## src/design/sensor_window_midpoint_align_unit_assert.svh

```systemverilog
// Assertion macros for the sensor window midpoint align unit.
`ifndef SENSOR_WINDOW_MIDPOINT_ALIGN_UNIT_ASSERT_SVH
`define SENSOR_WINDOW_MIDPOINT_ALIGN_UNIT_ASSERT_SVH

// Check that the consequent holds in the same cycle as the antecedent.
`define SWMA_ASSERT_IMPLY(label, clk, rst_n, ante, cons, msg) \
    label: assert property (@(posedge clk) disable iff (!rst_n) (ante) |-> (cons)) \
        else $error(msg);

// Check that the consequent holds in the cycle after the antecedent.
`define SWMA_ASSERT_NEXT(label, clk, rst_n, ante, cons, msg) \
    label: assert property (@(posedge clk) disable iff (!rst_n) (ante) |=> (cons)) \
        else $error(msg);

`endif

```

## src/design/swma_pkg.sv

```systemverilog
// Shared types and constants for the sensor window midpoint align unit.
package swma_pkg;

    localparam int WINDOW_LEN_DEF = 10;
    localparam int POS_BITS_DEF   = 16;

    localparam int SAMPLE_W   = 10;
    localparam int PHASE_W    = 3;
    localparam int THRESH_W   = 10;
    localparam int REV_W      = 15;
    localparam int LAG_W      = 8;
    localparam int CFG_IDX_W  = 2;
    localparam int CFG_DATA_W = 15;

    localparam logic [THRESH_W-1:0] LOW_THRESHOLD_RST  = THRESH_W'(275);
    localparam logic [THRESH_W-1:0] HIGH_THRESHOLD_RST = THRESH_W'(400);
    localparam logic [REV_W-1:0]    REV_STEPS_RST      = REV_W'(2048);
    localparam logic [LAG_W-1:0]    LAG_STEPS_RST      = LAG_W'(10);

    typedef enum logic [PHASE_W-1:0] {
        PH_SEEK_LOW  = 3'd0,
        PH_SEEK_RISE = 3'd1,
        PH_SEEK_FALL = 3'd2,
        PH_DONE      = 3'd3,
        PH_ABORTED   = 3'd4
    } phase_t;

    typedef enum logic {
        CMD_RESTART = 1'b0,
        CMD_SAMPLE  = 1'b1
    } cmd_t;

    typedef enum logic [CFG_IDX_W-1:0] {
        REG_LOW_THRESHOLD  = 2'd0,
        REG_HIGH_THRESHOLD = 2'd1,
        REG_REV_STEPS      = 2'd2,
        REG_LAG_STEPS      = 2'd3
    } cfg_reg_t;

    typedef struct packed {
        logic [THRESH_W-1:0] low_threshold;
        logic [THRESH_W-1:0] high_threshold;
        logic [REV_W-1:0]    revolution_steps;
        logic [LAG_W-1:0]    lag_steps;
    } cfg_t;

endpackage

```

## src/design/swma_if.sv

```systemverilog
// Valid/ready channel interfaces for sensor items and alignment results.
interface swma_in_if
    import swma_pkg::*;
#(
    parameter int POSITION_BITS = POS_BITS_DEF
);
    logic                            valid;
    logic                            ready;
    logic                            op;
    logic [SAMPLE_W-1:0]             sample;
    logic signed [POSITION_BITS-1:0] position;

    modport source (output valid, output op, output sample, output position, input ready);
    modport sink   (input valid, input op, input sample, input position, output ready);
endinterface

interface swma_out_if
    import swma_pkg::*;
#(
    parameter int POSITION_BITS = POS_BITS_DEF
);
    logic                            valid;
    logic                            ready;
    logic [PHASE_W-1:0]              phase;
    logic [SAMPLE_W-1:0]             average;
    logic                            found;
    logic signed [POSITION_BITS-1:0] midpoint;

    modport source (output valid, output phase, output average, output found,
                    output midpoint, input ready);
    modport sink   (input valid, input phase, input average, input found,
                    input midpoint, output ready);
endinterface

```

## src/design/swma_front.sv

```systemverilog
// Front end: accepts sensor items, classifies them and queues them for the back end.
module swma_front
    import swma_pkg::*;
#(
    parameter int POSITION_BITS = POS_BITS_DEF
)
(
    input  logic                            clk,
    input  logic                            rst_n,
    swma_in_if.sink                         in_ch,
    output logic                            q_valid,
    input  logic                            q_ready,
    output cmd_t                            q_kind,
    output logic [SAMPLE_W-1:0]             q_sample,
    output logic signed [POSITION_BITS-1:0] q_position
);

    localparam int QDEPTH = 2;

    cmd_t                            kind_mem [QDEPTH];
    logic [SAMPLE_W-1:0]             smp_mem  [QDEPTH];
    logic signed [POSITION_BITS-1:0] pos_mem  [QDEPTH];

    logic [1:0] cnt_reg;
    logic       wr_ptr_reg;
    logic       rd_ptr_reg;
    logic       push;
    logic       pop;

    assign in_ch.ready = (cnt_reg != 2'(QDEPTH));
    assign push        = in_ch.valid && in_ch.ready;
    assign pop         = q_valid && q_ready;

    assign q_valid    = (cnt_reg != 2'd0);
    assign q_kind     = kind_mem[rd_ptr_reg];
    assign q_sample   = smp_mem[rd_ptr_reg];
    assign q_position = pos_mem[rd_ptr_reg];

    // Op zero restarts the search; everything else is a sample.
    always_ff @(posedge clk)
    begin
        if (push)
        begin
            kind_mem[wr_ptr_reg] <= in_ch.op ? CMD_SAMPLE : CMD_RESTART;
            smp_mem[wr_ptr_reg]  <= in_ch.sample;
            pos_mem[wr_ptr_reg]  <= in_ch.position;
        end
    end

    always_ff @(posedge clk or negedge rst_n)
    begin
        if (!rst_n)
        begin
            cnt_reg    <= 2'd0;
            wr_ptr_reg <= 1'b0;
            rd_ptr_reg <= 1'b0;
        end
        else
        begin
            if (push)
            begin
                wr_ptr_reg <= ~wr_ptr_reg;
            end
            if (pop)
            begin
                rd_ptr_reg <= ~rd_ptr_reg;
            end
            if (push && !pop)
            begin
                cnt_reg <= cnt_reg + 2'd1;
            end
            else if (pop && !push)
            begin
                cnt_reg <= cnt_reg - 2'd1;
            end
        end
    end

endmodule

```

## src/design/swma_div.sv

```systemverilog
// Restoring divider: one quotient bit per cycle, gives the remainder.
module swma_div
    import swma_pkg::*;
#(
    parameter int DIV_W = 18,
    parameter int DVS_W = REV_W
)
(
    input  logic             clk,
    input  logic             rst_n,
    input  logic             start,
    input  logic [DIV_W-1:0] dividend,
    input  logic [DVS_W-1:0] divisor,
    output logic             done,
    output logic [DVS_W-1:0] remainder
);

    localparam int CNT_W = $clog2(DIV_W + 1);

    logic [DIV_W-1:0] quo_reg;
    logic [DVS_W-1:0] rem_reg;
    logic [DVS_W-1:0] dvs_reg;
    logic [CNT_W-1:0] cnt_reg;
    logic             busy_reg;
    logic             done_reg;

    logic [DVS_W:0]   rem_sh;
    logic [DVS_W:0]   rem_diff;
    logic             ge;
    logic [DVS_W-1:0] rem_next;

    assign rem_sh   = {rem_reg, quo_reg[DIV_W-1]};
    assign rem_diff = rem_sh - {1'b0, dvs_reg};
    assign ge       = (rem_sh >= {1'b0, dvs_reg});
    assign rem_next = ge ? rem_diff[DVS_W-1:0] : rem_sh[DVS_W-1:0];

    always_ff @(posedge clk or negedge rst_n)
    begin
        if (!rst_n)
        begin
            quo_reg  <= '0;
            rem_reg  <= '0;
            dvs_reg  <= '0;
            cnt_reg  <= '0;
            busy_reg <= 1'b0;
            done_reg <= 1'b0;
        end
        else
        begin
            done_reg <= !start && busy_reg && (cnt_reg == CNT_W'(1));
            if (start)
            begin
                quo_reg  <= dividend;
                rem_reg  <= '0;
                dvs_reg  <= divisor;
                cnt_reg  <= CNT_W'(DIV_W);
                busy_reg <= 1'b1;
            end
            else if (busy_reg)
            begin
                quo_reg <= {quo_reg[DIV_W-2:0], ge};
                rem_reg <= rem_next;
                cnt_reg <= cnt_reg - CNT_W'(1);
                if (cnt_reg == CNT_W'(1))
                begin
                    busy_reg <= 1'b0;
                end
            end
        end
    end

    assign done      = done_reg;
    assign remainder = rem_reg;

endmodule

```

## src/design/swma_back.sv

```systemverilog
// Back end: search phases, moving-average window, edge capture and midpoint math.
module swma_back
    import swma_pkg::*;
#(
    parameter int WINDOW_LEN    = WINDOW_LEN_DEF,
    parameter int POSITION_BITS = POS_BITS_DEF
)
(
    input  logic                            clk,
    input  logic                            rst_n,
    input  cfg_t                            cfg,
    input  logic                            q_valid,
    output logic                            q_ready,
    input  cmd_t                            q_kind,
    input  logic [SAMPLE_W-1:0]             q_sample,
    input  logic signed [POSITION_BITS-1:0] q_position,
    swma_out_if.source                      out_ch
);

    localparam int WIN_AW = (WINDOW_LEN > 1) ? $clog2(WINDOW_LEN) : 1;
    localparam int SUM_W  = $clog2(WINDOW_LEN * ((1 << SAMPLE_W) - 1) + 1);
    localparam int EDGE_W = POSITION_BITS + 1;
    localparam int CS_W   = ((EDGE_W > REV_W + 1) ? EDGE_W : REV_W + 1) + 2;
    localparam int MAG_W  = CS_W - 1;
    localparam int DIV_W  = MAG_W;
    localparam int DVS_W  = REV_W;
    localparam int AVG_SH = SUM_W + $clog2(WINDOW_LEN);
    localparam int RCP_W  = AVG_SH + 1;
    localparam int PROD_W = SUM_W + RCP_W;

    // Rounded-up reciprocal of the window length; exact for every reachable sum.
    localparam logic [RCP_W-1:0] AVG_RCP =
        RCP_W'(((64'd1 << AVG_SH) + 64'(WINDOW_LEN) - 64'd1) / 64'(WINDOW_LEN));

    localparam logic signed [CS_W-1:0] SAT_HI =
        CS_W'((64'sd1 <<< (POSITION_BITS - 1)) - 64'sd1);
    localparam logic signed [CS_W-1:0] SAT_LO = -SAT_HI - CS_W'(1);
    localparam logic signed [POSITION_BITS-1:0] POS_MAX = {1'b0, {(POSITION_BITS-1){1'b1}}};
    localparam logic signed [POSITION_BITS-1:0] POS_MIN = {1'b1, {(POSITION_BITS-1){1'b0}}};

    typedef enum logic [2:0] {
        S_IDLE,
        S_READ,
        S_AVG,
        S_CSUM,
        S_CMAG,
        S_CDIV,
        S_SAT,
        S_OUT
    } state_t;

    state_t                          state_reg;
    phase_t                          phase_reg;
    logic [SAMPLE_W-1:0]             win_mem [WINDOW_LEN];
    logic [WINDOW_LEN-1:0]           win_vld_reg;
    logic [SAMPLE_W-1:0]             rd_data_reg;
    logic [WIN_AW-1:0]               ptr_reg;
    logic [SUM_W-1:0]                sum_reg;
    logic [SAMPLE_W-1:0]             avg_reg;
    logic [SAMPLE_W-1:0]             smp_reg;
    logic signed [POSITION_BITS-1:0] pos_reg;
    logic signed [EDGE_W-1:0]        edge_reg;
    logic signed [EDGE_W-1:0]        rise_reg;
    logic signed [CS_W-1:0]          csum_reg;
    logic                            neg_reg;
    logic [MAG_W-1:0]                res_mag_reg;
    logic signed [POSITION_BITS-1:0] centre_reg;

    logic                            div_start_reg;
    logic [DIV_W-1:0]                div_dvd_reg;
    logic [DVS_W-1:0]                div_dvs_reg;
    logic                            div_done;
    logic [DVS_W-1:0]                div_rem;

    logic                            out_valid_reg;
    phase_t                          out_phase_reg;
    logic [SAMPLE_W-1:0]             out_avg_reg;
    logic                            out_found_reg;
    logic signed [POSITION_BITS-1:0] out_mid_reg;

    logic                            win_wr;
    logic [SAMPLE_W-1:0]             old_val;
    logic [SUM_W-1:0]                sum_next;
    logic [WIN_AW-1:0]               ptr_next;
    logic signed [EDGE_W-1:0]        edge_next;
    logic [REV_W-1:0]                rev_eff;
    logic                            wrap;
    logic signed [CS_W-1:0]          csum_next;
    logic [CS_W-1:0]                 csum_abs;
    logic signed [CS_W-1:0]          centre_full;
    logic [PROD_W-1:0]               avg_prod;
    logic [SAMPLE_W-1:0]             quo_avg;
    logic                            out_free;
    logic                            out_load;

    swma_div #(
        .DIV_W (DIV_W),
        .DVS_W (DVS_W)
    ) u_div (
        .clk       (clk),
        .rst_n     (rst_n),
        .start     (div_start_reg),
        .dividend  (div_dvd_reg),
        .divisor   (div_dvs_reg),
        .done      (div_done),
        .remainder (div_rem)
    );

    assign q_ready  = (state_reg == S_IDLE);
    assign out_free = !out_valid_reg || out_ch.ready;
    assign out_load = (state_reg == S_OUT) && out_free;

    assign old_val   = win_vld_reg[ptr_reg] ? rd_data_reg : '0;
    assign sum_next  = sum_reg - SUM_W'(old_val) + SUM_W'(smp_reg);
    assign ptr_next  = (ptr_reg == WIN_AW'(WINDOW_LEN - 1)) ? '0 : ptr_reg + WIN_AW'(1);
    assign edge_next = {pos_reg[POSITION_BITS-1], pos_reg}
                     - $signed({{(EDGE_W-LAG_W){1'b0}}, cfg.lag_steps});
    assign rev_eff   = (cfg.revolution_steps == '0) ? REV_W'(1) : cfg.revolution_steps;
    assign wrap      = (edge_reg < rise_reg);
    assign csum_next = {{(CS_W-EDGE_W){rise_reg[EDGE_W-1]}}, rise_reg}
                     + {{(CS_W-EDGE_W){edge_reg[EDGE_W-1]}}, edge_reg}
                     + (wrap ? $signed({{(CS_W-REV_W){1'b0}}, rev_eff}) : '0);
    assign csum_abs  = csum_reg[CS_W-1] ? CS_W'(-csum_reg) : CS_W'(csum_reg);
    assign centre_full = neg_reg ? -$signed({1'b0, res_mag_reg})
                                 : $signed({1'b0, res_mag_reg});
    assign avg_prod  = PROD_W'(sum_reg) * PROD_W'(AVG_RCP);
    assign quo_avg   = avg_prod[AVG_SH +: SAMPLE_W];
    assign win_wr    = (state_reg == S_READ);

    // Window store: registered read at the write pointer, one write per pushed sample.
    always_ff @(posedge clk)
    begin
        rd_data_reg <= win_mem[ptr_reg];
        if (win_wr)
        begin
            win_mem[ptr_reg] <= smp_reg;
        end
    end

    always_ff @(posedge clk or negedge rst_n)
    begin
        if (!rst_n)
        begin
            state_reg     <= S_IDLE;
            phase_reg     <= PH_SEEK_LOW;
            win_vld_reg   <= '0;
            ptr_reg       <= '0;
            sum_reg       <= '0;
            avg_reg       <= '0;
            smp_reg       <= '0;
            pos_reg       <= '0;
            edge_reg      <= '0;
            rise_reg      <= '0;
            csum_reg      <= '0;
            neg_reg       <= 1'b0;
            res_mag_reg   <= '0;
            centre_reg    <= '0;
            div_start_reg <= 1'b0;
            div_dvd_reg   <= '0;
            div_dvs_reg   <= '0;
            out_valid_reg <= 1'b0;
            out_phase_reg <= PH_SEEK_LOW;
            out_avg_reg   <= '0;
            out_found_reg <= 1'b0;
            out_mid_reg   <= '0;
        end
        else
        begin
            div_start_reg <= (state_reg == S_CMAG) && wrap;
            if (out_valid_reg && out_ch.ready && !out_load)
            begin
                out_valid_reg <= 1'b0;
            end

            case (state_reg)
                S_IDLE:
                begin
                    if (q_valid)
                    begin
                        smp_reg <= q_sample;
                        pos_reg <= q_position;
                        if (q_kind == CMD_RESTART)
                        begin
                            phase_reg   <= PH_SEEK_LOW;
                            win_vld_reg <= '0;
                            ptr_reg     <= '0;
                            sum_reg     <= '0;
                            avg_reg     <= '0;
                            rise_reg    <= '0;
                            centre_reg  <= '0;
                            state_reg   <= S_OUT;
                        end
                        else
                        begin
                            case (phase_reg)
                                PH_SEEK_LOW:
                                begin
                                    if (q_sample < cfg.low_threshold)
                                    begin
                                        phase_reg <= PH_SEEK_RISE;
                                    end
                                    state_reg <= S_OUT;
                                end
                                PH_SEEK_RISE:
                                begin
                                    // Zero sample while seeking the rise aborts the search.
                                    if (q_sample == '0)
                                    begin
                                        phase_reg <= PH_ABORTED;
                                        state_reg <= S_OUT;
                                    end
                                    else
                                    begin
                                        state_reg <= S_READ;
                                    end
                                end
                                PH_SEEK_FALL:
                                begin
                                    state_reg <= S_READ;
                                end
                                default:
                                begin
                                    // done and aborted hold until a restart
                                    state_reg <= S_OUT;
                                end
                            endcase
                        end
                    end
                end

                S_READ:
                begin
                    sum_reg              <= sum_next;
                    win_vld_reg[ptr_reg] <= 1'b1;
                    ptr_reg              <= ptr_next;
                    edge_reg             <= edge_next;
                    state_reg            <= S_AVG;
                end

                S_AVG:
                begin
                    avg_reg <= quo_avg;
                    if (phase_reg == PH_SEEK_RISE)
                    begin
                        if (quo_avg > cfg.high_threshold)
                        begin
                            rise_reg  <= edge_reg;
                            phase_reg <= PH_SEEK_FALL;
                        end
                        state_reg <= S_OUT;
                    end
                    else if (quo_avg < cfg.high_threshold)
                    begin
                        state_reg <= S_CSUM;
                    end
                    else
                    begin
                        state_reg <= S_OUT;
                    end
                end

                S_CSUM:
                begin
                    csum_reg  <= csum_next;
                    state_reg <= S_CMAG;
                end

                S_CMAG:
                begin
                    // Halve toward zero on the magnitude; the sign comes back later.
                    neg_reg <= csum_reg[CS_W-1];
                    if (wrap)
                    begin
                        div_dvd_reg <= DIV_W'(csum_abs[CS_W-1:1]);
                        div_dvs_reg <= DVS_W'(rev_eff);
                        state_reg   <= S_CDIV;
                    end
                    else
                    begin
                        res_mag_reg <= csum_abs[CS_W-1:1];
                        state_reg   <= S_SAT;
                    end
                end

                S_CDIV:
                begin
                    if (div_done)
                    begin
                        res_mag_reg <= MAG_W'(div_rem);
                        state_reg   <= S_SAT;
                    end
                end

                S_SAT:
                begin
                    if (centre_full > SAT_HI)
                    begin
                        centre_reg <= POS_MAX;
                    end
                    else if (centre_full < SAT_LO)
                    begin
                        centre_reg <= POS_MIN;
                    end
                    else
                    begin
                        centre_reg <= centre_full[POSITION_BITS-1:0];
                    end
                    phase_reg <= PH_DONE;
                    state_reg <= S_OUT;
                end

                S_OUT:
                begin
                    if (out_free)
                    begin
                        out_valid_reg <= 1'b1;
                        out_phase_reg <= phase_reg;
                        out_avg_reg   <= (phase_reg == PH_SEEK_LOW) ? '0 : avg_reg;
                        out_found_reg <= (phase_reg == PH_DONE);
                        out_mid_reg   <= (phase_reg == PH_DONE) ? centre_reg : '0;
                        state_reg     <= S_IDLE;
                    end
                end

                default:
                begin
                    state_reg <= S_IDLE;
                end
            endcase
        end
    end

    assign out_ch.valid    = out_valid_reg;
    assign out_ch.phase    = out_phase_reg;
    assign out_ch.average  = out_avg_reg;
    assign out_ch.found    = out_found_reg;
    assign out_ch.midpoint = out_mid_reg;

endmodule

```

## src/design/sensor_window_midpoint_align_unit.sv

```systemverilog
// From input transfer to result valid: restart, seek_low, done and aborted items pass IDLE and
// OUT; a windowed sample adds READ and AVG (a reciprocal multiply forms the average); one that
// closes the high region adds CSUM, CMAG and SAT, and CDIV with the serial remainder when the
// midpoint wraps. Throughput: one item at a time; the back end takes the next item the cycle
// after the result register loads and holds while a result waits on a stall.
// Reset clears phase, window, sum and edges and loads the register defaults.
`include "sensor_window_midpoint_align_unit_assert.svh"

module sensor_window_midpoint_align_unit
    import swma_pkg::*;
#(
    parameter int WINDOW_LEN    = WINDOW_LEN_DEF,
    parameter int POSITION_BITS = POS_BITS_DEF
)
(
    input  logic                  clk,
    input  logic                  rst_n,
    input  logic                  cfg_wr_en,
    input  logic [CFG_IDX_W-1:0]  cfg_index,
    input  logic [CFG_DATA_W-1:0] cfg_data,
    swma_in_if.sink               in_ch,
    swma_out_if.source            out_ch
);

    cfg_t                            cfg_reg;
    logic                            q_valid;
    logic                            q_ready;
    cmd_t                            q_kind;
    logic [SAMPLE_W-1:0]             q_sample;
    logic signed [POSITION_BITS-1:0] q_position;

    always_ff @(posedge clk or negedge rst_n)
    begin
        if (!rst_n)
        begin
            cfg_reg.low_threshold    <= LOW_THRESHOLD_RST;
            cfg_reg.high_threshold   <= HIGH_THRESHOLD_RST;
            cfg_reg.revolution_steps <= REV_STEPS_RST;
            cfg_reg.lag_steps        <= LAG_STEPS_RST;
        end
        else if (cfg_wr_en)
        begin
            case (cfg_reg_t'(cfg_index))
                REG_LOW_THRESHOLD:  cfg_reg.low_threshold    <= cfg_data[THRESH_W-1:0];
                REG_HIGH_THRESHOLD: cfg_reg.high_threshold   <= cfg_data[THRESH_W-1:0];
                REG_REV_STEPS:      cfg_reg.revolution_steps <= cfg_data[REV_W-1:0];
                REG_LAG_STEPS:      cfg_reg.lag_steps        <= cfg_data[LAG_W-1:0];
                default:            cfg_reg <= cfg_reg;
            endcase
        end
    end

    swma_front #(
        .POSITION_BITS (POSITION_BITS)
    ) u_front (
        .clk        (clk),
        .rst_n      (rst_n),
        .in_ch      (in_ch),
        .q_valid    (q_valid),
        .q_ready    (q_ready),
        .q_kind     (q_kind),
        .q_sample   (q_sample),
        .q_position (q_position)
    );

    swma_back #(
        .WINDOW_LEN    (WINDOW_LEN),
        .POSITION_BITS (POSITION_BITS)
    ) u_back (
        .clk        (clk),
        .rst_n      (rst_n),
        .cfg        (cfg_reg),
        .q_valid    (q_valid),
        .q_ready    (q_ready),
        .q_kind     (q_kind),
        .q_sample   (q_sample),
        .q_position (q_position),
        .out_ch     (out_ch)
    );

    `SWMA_ASSERT_IMPLY(a_found_only_done, clk, rst_n, out_ch.valid,
        (out_ch.found == (out_ch.phase == PH_DONE)), "found flag disagrees with phase")
    `SWMA_ASSERT_IMPLY(a_seek_low_zero, clk, rst_n, out_ch.valid && (out_ch.phase == PH_SEEK_LOW),
        (out_ch.average == '0) && (out_ch.midpoint == '0), "seek_low result carries nonzero fields")
    `SWMA_ASSERT_NEXT(a_back_takes_one, clk, rst_n, q_valid && q_ready, !q_ready,
        "back end took a second item while busy")

endmodule

```

## src/flat_wrapper.sv

```systemverilog
// flat-port wrapper written by rule: the top's interface ports become plain ports
module sensor_window_midpoint_align_unit_flat import swma_pkg::*;
#(
    parameter int WINDOW_LEN    = WINDOW_LEN_DEF,
    parameter int POSITION_BITS = POS_BITS_DEF
)
  (clk, rst_n, cfg_wr_en, cfg_index, cfg_data, in_ch_valid, in_ch_op, in_ch_sample, in_ch_position, in_ch_ready, out_ch_valid, out_ch_phase, out_ch_average, out_ch_found, out_ch_midpoint, out_ch_ready);
  swma_in_if #(.POSITION_BITS(POSITION_BITS)) in_ch_i ();
  swma_out_if #(.POSITION_BITS(POSITION_BITS)) out_ch_i ();
  input  logic clk;
  input  logic rst_n;
  input  logic cfg_wr_en;
  input  logic [CFG_IDX_W-1:0] cfg_index;
  input  logic [CFG_DATA_W-1:0] cfg_data;
  input wire logic [$bits(in_ch_i.valid)-1:0] in_ch_valid;
  input wire logic [$bits(in_ch_i.op)-1:0] in_ch_op;
  input wire logic [$bits(in_ch_i.sample)-1:0] in_ch_sample;
  input wire logic [$bits(in_ch_i.position)-1:0] in_ch_position;
  output wire logic [$bits(in_ch_i.ready)-1:0] in_ch_ready;
  output wire logic [$bits(out_ch_i.valid)-1:0] out_ch_valid;
  output wire logic [$bits(out_ch_i.phase)-1:0] out_ch_phase;
  output wire logic [$bits(out_ch_i.average)-1:0] out_ch_average;
  output wire logic [$bits(out_ch_i.found)-1:0] out_ch_found;
  output wire logic [$bits(out_ch_i.midpoint)-1:0] out_ch_midpoint;
  input wire logic [$bits(out_ch_i.ready)-1:0] out_ch_ready;
  assign in_ch_i.valid = in_ch_valid;
  assign in_ch_i.op = in_ch_op;
  assign in_ch_i.sample = in_ch_sample;
  assign in_ch_i.position = in_ch_position;
  assign in_ch_ready = in_ch_i.ready;
  assign out_ch_valid = out_ch_i.valid;
  assign out_ch_phase = out_ch_i.phase;
  assign out_ch_average = out_ch_i.average;
  assign out_ch_found = out_ch_i.found;
  assign out_ch_midpoint = out_ch_i.midpoint;
  assign out_ch_i.ready = out_ch_ready;
  sensor_window_midpoint_align_unit #(.WINDOW_LEN(WINDOW_LEN), .POSITION_BITS(POSITION_BITS)) u_core (.clk(clk), .rst_n(rst_n), .cfg_wr_en(cfg_wr_en), .cfg_index(cfg_index), .cfg_data(cfg_data), .in_ch(in_ch_i), .out_ch(out_ch_i));
endmodule
```

## config.mk

```make
export PLATFORM = sky130hd
export DESIGN_NAME = sensor_window_midpoint_align_unit_flat
export DESIGN_NICKNAME = d
export VERILOG_FILES = /design/src/design/swma_pkg.sv /design/src/design/swma_if.sv /design/src/design/swma_front.sv /design/src/design/swma_div.sv /design/src/design/swma_back.sv /design/src/design/sensor_window_midpoint_align_unit.sv /design/src/flat_wrapper.sv
export VERILOG_INCLUDE_DIRS = /design/src /design/src/design
export SDC_FILE = /design/constraint.sdc
export NUM_CORES = 1
export LEC_CHECK = 0
export BUFFER_PORTS_ARGS = -buffer_cell sky130_fd_sc_hd__buf_2
export CORE_MARGIN = 3
export CORE_UTILIZATION = 55
export DETAILED_ROUTE_END_ITERATION = 12
export GPL_ROUTABILITY_DRIVEN = 0
export PLACE_DENSITY = 0.82
export SLEW_MARGIN = 15
export SYNTH_ARGS = -nofsm -noshare
export SYNTH_HDL_FRONTEND = slang
export SYNTH_SLANG_ARGS = --single-unit
```

## constraint.sdc

```tcl
create_clock -name clk -period 9.4 [get_ports clk]
set_input_delay 0.47 -clock clk [delete_from_list [all_inputs] [get_ports clk]]
set_output_delay 0.47 -clock clk [all_outputs]
set_load 0.02 [all_outputs]
```

# Yosys cells after proc, flatten, opt, wreduce, memory -nomap -nowiden
# Memory sizes are Yosys's and may differ from the RTL's. A register that Yosys moved wholly into a read port is not among the register bits.
# Index checks and enable logic that the tools add are counted.
# op_classes
n_mul,1
n_reduce_logical,45
n_eq_ne,26
add_sub_neg,12
n_lt_le_gt_ge,9
n_mux,73
bitwise_logic,3
# op_table
operator,n
$mux W16,5
$mux W15,5
$mux W18,4
$mux W17,4
$mux W10,4
$pmux W10 S2,2
$mux W3,13
$mux W19,2
$pmux W18 S2,1
$pmux W17 S2,1
$pmux W16 S2,1
$mul A14 B15 Y28 const B,1
$mux W14,2
$pmux W14 S2,1
$pmux W3 S8,1
$lt A10 B10 Y1,2
$add A18 B16 Y19,1
$gt A19 B16 Y1 const B,1
$lt A19 B16 Y1 const B,1
$neg A18 Y19,1
$neg A19 Y19,1
$add A17 B17 Y18,1
$lt A17 B17 Y1,1
$sub A16 B9 Y17,1
other kinds (45),112
# word_totals
mem_bits_rw,154
out_inout_bits,32
inputBits,49
wordCells,207
ff_bits,309
memories,4
# mem_list
name,words,width,read_ports,rd_ports_with_merged_regs,wr,line,source
u_core.u_back.win_mem,10,10,1,1,1,swma_back.sv:54,logic [SAMPLE_W-1:0] win_mem [WINDOW_LEN];
u_core.u_front.pos_mem,2,16,1,1,1,swma_front.sv:22,logic signed [POSITION_BITS-1:0] pos_mem [QDEPTH];
u_core.u_front.smp_mem,2,10,1,0,1,swma_front.sv:21,logic [SAMPLE_W-1:0] smp_mem [QDEPTH];
u_core.u_front.kind_mem,2,1,1,0,1,swma_front.sv:20,cmd_t kind_mem [QDEPTH];

# Depth between registers and ports, before layout
# depth
word_depth,8
depth_mapped,32
mapped_depth_nobuf,30

# Modules after synthesis
# Synthesis repeated with hierarchy kept, for this count alone.
# hier_totals
hier_cells,2473
hier_area_um2,27677.8
# modules_own_cells
mod,n_inst,seq_area_each_um2,cells_each,area_per_inst_um2
swma_back,1,8783.4,1908,20470.9
swma_div,1,1376.3,370,3278.1
swma_front,1,1721.7,102,2242.2
sensor_window_midpoint_align_unit,1,1088.5,93,1686.6

# Least setup slack after synthesis
# Ideal clock, no wire load.
# synth_path
path_type,register to register
start,register u_core.u_back.sum_reg[12]
end,register u_core.u_back.rise_reg[13]
path_stages_with_launch,32
required_time_ns,9.264
n_path_buf,2
arrival_time_ns,7.246
path_slack_ns,2.018
setup_ns,0.136
synth_period_minus_slack_ns,7.382
cell_sequence,dfrtp_1 > inv_1 > ha_1 > inv_1 > fa_1 > fa_1 > inv_1 > fa_1 > inv_1 > fa_1 > inv_1 > fa_1 > inv_1 > ha_1 > and4_1 > and3_1 > a22o_1 > a31oi_1 > nor2b_1 > a311o_1 > o31ai_4 > xnor2_1 > ha_1 > a21o_1 > a21o_1 > a21oi_1 > o21ai_0 > a311oi_1 > or2_2 > clkbuf_1 > clkbuf_1 > o21ai_0
# synth_between
elab_chain_cells,4
# synth_rtl
item,line,source
"start, declared",swma_back.sv:58,logic [SUM_W-1:0] sum_reg;
"start signal, assigned",swma_back.sv:233,sum_reg <= sum_next;
$mul A14 B15 Y28,swma_back.sv:126,assign avg_prod = PROD_W'(sum_reg) * PROD_W'(AVG_RCP);
$gt A10 B10 Y1,swma_back.sv:245,if (quo_avg > cfg.high_threshold)
$ne A2 B2 Y1 (no line),n/a,
$reduce_and A5 Y1 (no line),n/a,
"end signal, assigned",swma_back.sv:247,rise_reg <= edge_reg;
"end, declared",swma_back.sv:63,logic signed [EDGE_W-1:0] rise_reg;
# No other way between the ends.
# A chain may end at the register's enable or synchronous reset.

# Worst setup path after layout
# layout_path
start,register u_core.u_back.sum_reg[12]
end,register u_core.u_back.rise_reg[2]
# Same word-level chain as after synthesis.

==> reports/results.txt <==
The flow ran to the end, and the final reports show no timing, DRC or antenna violations. Setup repair after global routing left no endpoint under its margin. TritonCTS built the clock tree.

Post-synthesis cell area: 26,800 µm². The synthesized netlist contains 73 unique library cells. The worst hold path belongs to the class input pin to flip-flop.

After clock tree synthesis, the clock-pin slew on the worst setup and hold paths is 60 ps. The synthesized design contains 154 enable-type register cells. A synthesized cell averages 11.2 µm². The run gives 3,028 as the number of instances in the placed design.

The count of cells in the finished layout, fillers not included, comes to 3,123. For the worst setup path, the data arrival time is 8650 ps. The height of the die was 227 µm. For this run, design rule violations remaining after detail routing come to 0.

For this run, the leading register cell type out of synthesis is sky130_fd_sc_hd__dfrtp_1. For the count of standard-cell rows, the log shows 80. Dividing the detail-routed wire length by the instance count gives 18.8 µm. The worst-case headroom to the max-slew limit is 0.180. Counting stages on the worst path, the most repeated cell is sky130_fd_sc_hd__inv_1. The global-route wire length before repair is 95,900 µm, and the number of sinks on the clock net is 489. The tools report the startpoint of the worst setup timing path as u_core.u_back.sum_reg[12]$_DFFE_PN0P_. The post-route clock skew came out at 16.3 ps. The floorplan step defined a die boundary enclosing 51,500 µm². The CTS buffer count came out at 50. STA classifies the critical path startpoint as a flip-flop. The final layout contains routed wiring with a total length of 58,600 µm.

In the routed layout, each cell is associated on average with a via count of 5.81. The net count after synthesis is 2,730, and the number of flip-flops in the largest register is 100. After the first detailed-routing iteration, the DRC count stood at 1,474. In this run the count of I/O pins placed on the die edge is 81. Once detail routing completed, the nets flagged for antenna violations numbered 0. The run gives 0 as the number of max-slew violations in the final report.

The fraction of final layout cells sized beyond drive strength 1 works out to 0.127. Across all layers, the routed design uses 18,160 vias. The final cycle utilization of the critical path is 0.872.

Delay contributed by the slowest stage of the critical path: 540 ps. The critical hold path startpoint is in_ch_sample[1]. The logs give 0 for the total overflow reported by the global router and 0 for the final number of setup-violating endpoints. The maximum clock frequency is 122 MHz. The number of global-route vias before repair was 18,597.

For the CTS H-tree depth, the log shows 2. After filler insertion, the fill cell instance count of the layout stands at 3,561. Maximum buffer depth of the clock tree: 3.

The portion of the post-synthesis area used by sequential elements was 0.483. In this run the critical register-to-register path is launched from u_core.u_back.sum_reg[12]$_DFFE_PN0P_. The worst setup path is captured at a flip-flop. The run gives 0 as the max-cap violation count. The flop and latch count out of synthesis is 489. At the pin with the least slew margin, the transition time is 1230 ps. The number of buffers added on ports is 80. The critical setup path kind is flip-flop to flip-flop.

The run gives 0 as the yosys synthesis warning count. The horizontal die dimension was 227 µm; the minimum clock period was 8200 ps. The clock latency on the worst-skew pair was 590 ps; the largest fanout on the critical path was 34. The final number of hold-violating endpoints was 0; the overall global routing resource usage was 0.233. The estimated wirelength of the detail-placed design was 42,900 µm.

Cell at the root of the clock tree: sky130_fd_sc_hd__clkbuf_16. The number of iterations in the first detailed-routing pass is 5, and the initial core utilization is 0.560. Registers take 13,000 µm². Summing all multi-input logic gate instances after layout gives 12,600 µm². The async set-or-reset flop fraction in the synthesized netlist is 0.665, and the total negative slack is 0 ps. The total area inside the core boundary comes to 47,900 µm². At the worst endpoint, the required time is 9850 ps. Gate count after technology mapping: 2,400.

The slowest stage of the critical path belongs to the cell sky130_fd_sc_hd__or2_2. The initial antenna violation count is 2, and the area growth from synthesis to layout is 10.7%. The net total in the final layout is 2,796.

The pin count of the biggest net entering global routing is 176. Once the clock tree was built, the setup fixing pass inserted 0 buffers.
## worst max-delay path, delay by kind of cell, from the launching register on
family	cells	cell delay (ps)
buffers and inverters	6	430
adder cells (fa/ha/maj)	8	3510
XOR/XNOR	1	200
AND/OR/NAND/NOR	4	1110
AO/OA/AOI/OAI	10	2380
flip-flops	1	430
## path summary, 6_finish.rpt
path | cells after the start | slack (ps) | endpoint
hold reg to reg | 1 | 470 | u_core.u_back.out_ch.found$_DFFE_PN0P_
setup / recovery | 29 | 1200 | u_core.u_back.rise_reg[2]$_DFFE_PN0P_
max in group asynchronous | 3 | 7530 | u_core.u_back.ptr_reg[0]$_DFFE_PN0P_
min in group asynchronous | 2 | 480 | u_core.u_back.out_ch.average[4]$_DFFE_PN0P_
hold / removal | 1 | 60 | u_core.u_front.smp_mem[1][1]$_DFFE_PP_
setup reg to reg | 29 | 1200 | u_core.u_back.rise_reg[2]$_DFFE_PN0P_
## Yosys cell counts (7+ instances only)
| cell | number | share of area |
|---|---|---|
| sky130_fd_sc_hd__a21o_1 | 43 | 0.012 |
| sky130_fd_sc_hd__o211ai_1 | 15 | 0.0042 |
| sky130_fd_sc_hd__a221oi_1 | 16 | 0.0052 |
| sky130_fd_sc_hd__o21a_1 | 9 | 0.0025 |
| sky130_fd_sc_hd__a21oi_1 | 101 | 0.019 |
| sky130_fd_sc_hd__nor2_1 | 118 | 0.016 |
| sky130_fd_sc_hd__dfrtp_1 | 315 | 0.29 |
| sky130_fd_sc_hd__mux2_2 | 68 | 0.029 |
| sky130_fd_sc_hd__buf_1 | 11 | 0.0015 |
| sky130_fd_sc_hd__nor3_1 | 30 | 0.0056 |
| sky130_fd_sc_hd__mux4_2 | 22 | 0.018 |
| sky130_fd_sc_hd__a211oi_1 | 27 | 0.0076 |
| sky130_fd_sc_hd__nand2_1 | 231 | 0.032 |
| sky130_fd_sc_hd__mux2i_1 | 67 | 0.025 |
| sky130_fd_sc_hd__o21ai_0 | 159 | 0.030 |
| sky130_fd_sc_hd__clkbuf_1 | 72 | 0.010 |
| sky130_fd_sc_hd__o31ai_1 | 17 | 0.0048 |
| sky130_fd_sc_hd__a31oi_1 | 18 | 0.0042 |
| sky130_fd_sc_hd__o22ai_1 | 13 | 0.0030 |
| sky130_fd_sc_hd__xor2_1 | 40 | 0.013 |
| sky130_fd_sc_hd__nor4_1 | 14 | 0.0033 |
| sky130_fd_sc_hd__inv_1 | 259 | 0.036 |
| sky130_fd_sc_hd__o21bai_1 | 9 | 0.0025 |
| sky130_fd_sc_hd__o41ai_1 | 7 | 0.0023 |
| sky130_fd_sc_hd__ha_1 | 193 | 0.090 |
| sky130_fd_sc_hd__dfstp_2 | 10 | 0.0098 |
| sky130_fd_sc_hd__fa_1 | 88 | 0.066 |
| sky130_fd_sc_hd__nand3_1 | 21 | 0.0039 |
| sky130_fd_sc_hd__edfxtp_1 | 154 | 0.17 |
| sky130_fd_sc_hd__nor2b_1 | 16 | 0.0037 |
| sky130_fd_sc_hd__nand2b_1 | 14 | 0.0033 |
| sky130_fd_sc_hd__dfxtp_1 | 10 | 0.0075 |
| sky130_fd_sc_hd__a22o_1 | 25 | 0.0082 |
| sky130_fd_sc_hd__xnor2_1 | 58 | 0.019 |
| sky130_fd_sc_hd__nand4_1 | 10 | 0.0023 |
| sky130_fd_sc_hd__and2_1 | 38 | 0.0089 |
## timing repair
item                                    in CTS  in global routing
resized for setup                            0                  0
endpoints found under the hold margin       89                  0
endpoints found under the setup margin       0                  0
hold buffers                                 1                  0
## metal layers
layer / vias up / global-route usage / wire (µm)
li1: 8514 / - / -
met1: 8920 / 0.310 / 24900
met2: 578 / 0.380 / 27700
met3: 144 / 0.0452 / 3810
met4: 4 / 0.0919 / 2160
met5: - / 0 / 27
## through the flow
stage,hold WS [ps],setup WS (ps),util,area [µm²]
floorplan,174,2020,-,26800
global placement,455,1560,0.582,27900
detailed placement,462,1360,0.582,27900
CTS,29.8,1290,0.619,29700
global route,41.5,723,0.619,29700
finish,63.1,1200,0.620,29700
## layout make-up
| class | instances | share of cell area |
|---|---|---|
| clock inverters | 31 | 0.0129 |
| multi-input cells | 1563 | 0.425 |
| diodes | 1 | 0.0000842 |
| flip-flops and latches | 489 | 0.437 |
| repair buffers | 102 | 0.0199 |
| inverters | 260 | 0.0329 |
| clock buffers | 62 | 0.0464 |
| well taps | 615 | 0.0259 |
## placed cells by master (no fill, tap or decap), types with 7 or more instances in the layout
master,count
sky130_fd_sc_hd__mux2_2,68
sky130_fd_sc_hd__a31oi_1,18
sky130_fd_sc_hd__clkinv_2,13
sky130_fd_sc_hd__nor2_1,113
sky130_fd_sc_hd__nor2b_1,16
sky130_fd_sc_hd__nand2b_1,14
sky130_fd_sc_hd__fa_1,88
sky130_fd_sc_hd__nand4_1,10
sky130_fd_sc_hd__o21ai_0,159
sky130_fd_sc_hd__a21o_1,43
sky130_fd_sc_hd__buf_4,20
sky130_fd_sc_hd__o211ai_1,15
sky130_fd_sc_hd__o31ai_1,17
sky130_fd_sc_hd__dfrtp_1,312
sky130_fd_sc_hd__o21bai_1,9
sky130_fd_sc_hd__and2_1,38
sky130_fd_sc_hd__ha_1,193
sky130_fd_sc_hd__xor2_1,40
sky130_fd_sc_hd__clkbuf_16,51
sky130_fd_sc_hd__o41ai_1,7
sky130_fd_sc_hd__nand3_1,20
sky130_fd_sc_hd__a22o_1,25
sky130_fd_sc_hd__a221oi_1,16
sky130_fd_sc_hd__o21a_1,9
sky130_fd_sc_hd__dfstp_2,10
sky130_fd_sc_hd__bufinv_16,8
sky130_fd_sc_hd__a211oi_1,27
sky130_fd_sc_hd__nor4_1,13
sky130_fd_sc_hd__dfxtp_1,10
sky130_fd_sc_hd__a21oi_1,101
sky130_fd_sc_hd__o22ai_1,13
sky130_fd_sc_hd__buf_2,79
sky130_fd_sc_hd__mux2i_1,67
sky130_fd_sc_hd__nand2_1,231
sky130_fd_sc_hd__edfxtp_1,154
sky130_fd_sc_hd__xnor2_1,58
sky130_fd_sc_hd__mux4_2,22
sky130_fd_sc_hd__nor3_1,25
sky130_fd_sc_hd__inv_1,259
## cell families after synthesis
| logic type | Yosys count | share of synthesized area |
|---|---|---|
| adder cells (fa/ha/maj) | 281 | 0.156 |
| XOR/XNOR | 99 | 0.0326 |
| multiplexers | 157 | 0.0720 |
| flip-flops | 489 | 0.483 |
| buffers and inverters | 348 | 0.0490 |
| AND/OR/NAND/NOR | 532 | 0.0912 |
| AO/OA/AOI/OAI | 494 | 0.117 |
Power is not shown: default switching activity piles up to over one toggle a cycle in this logic, so the estimate is an artifact.
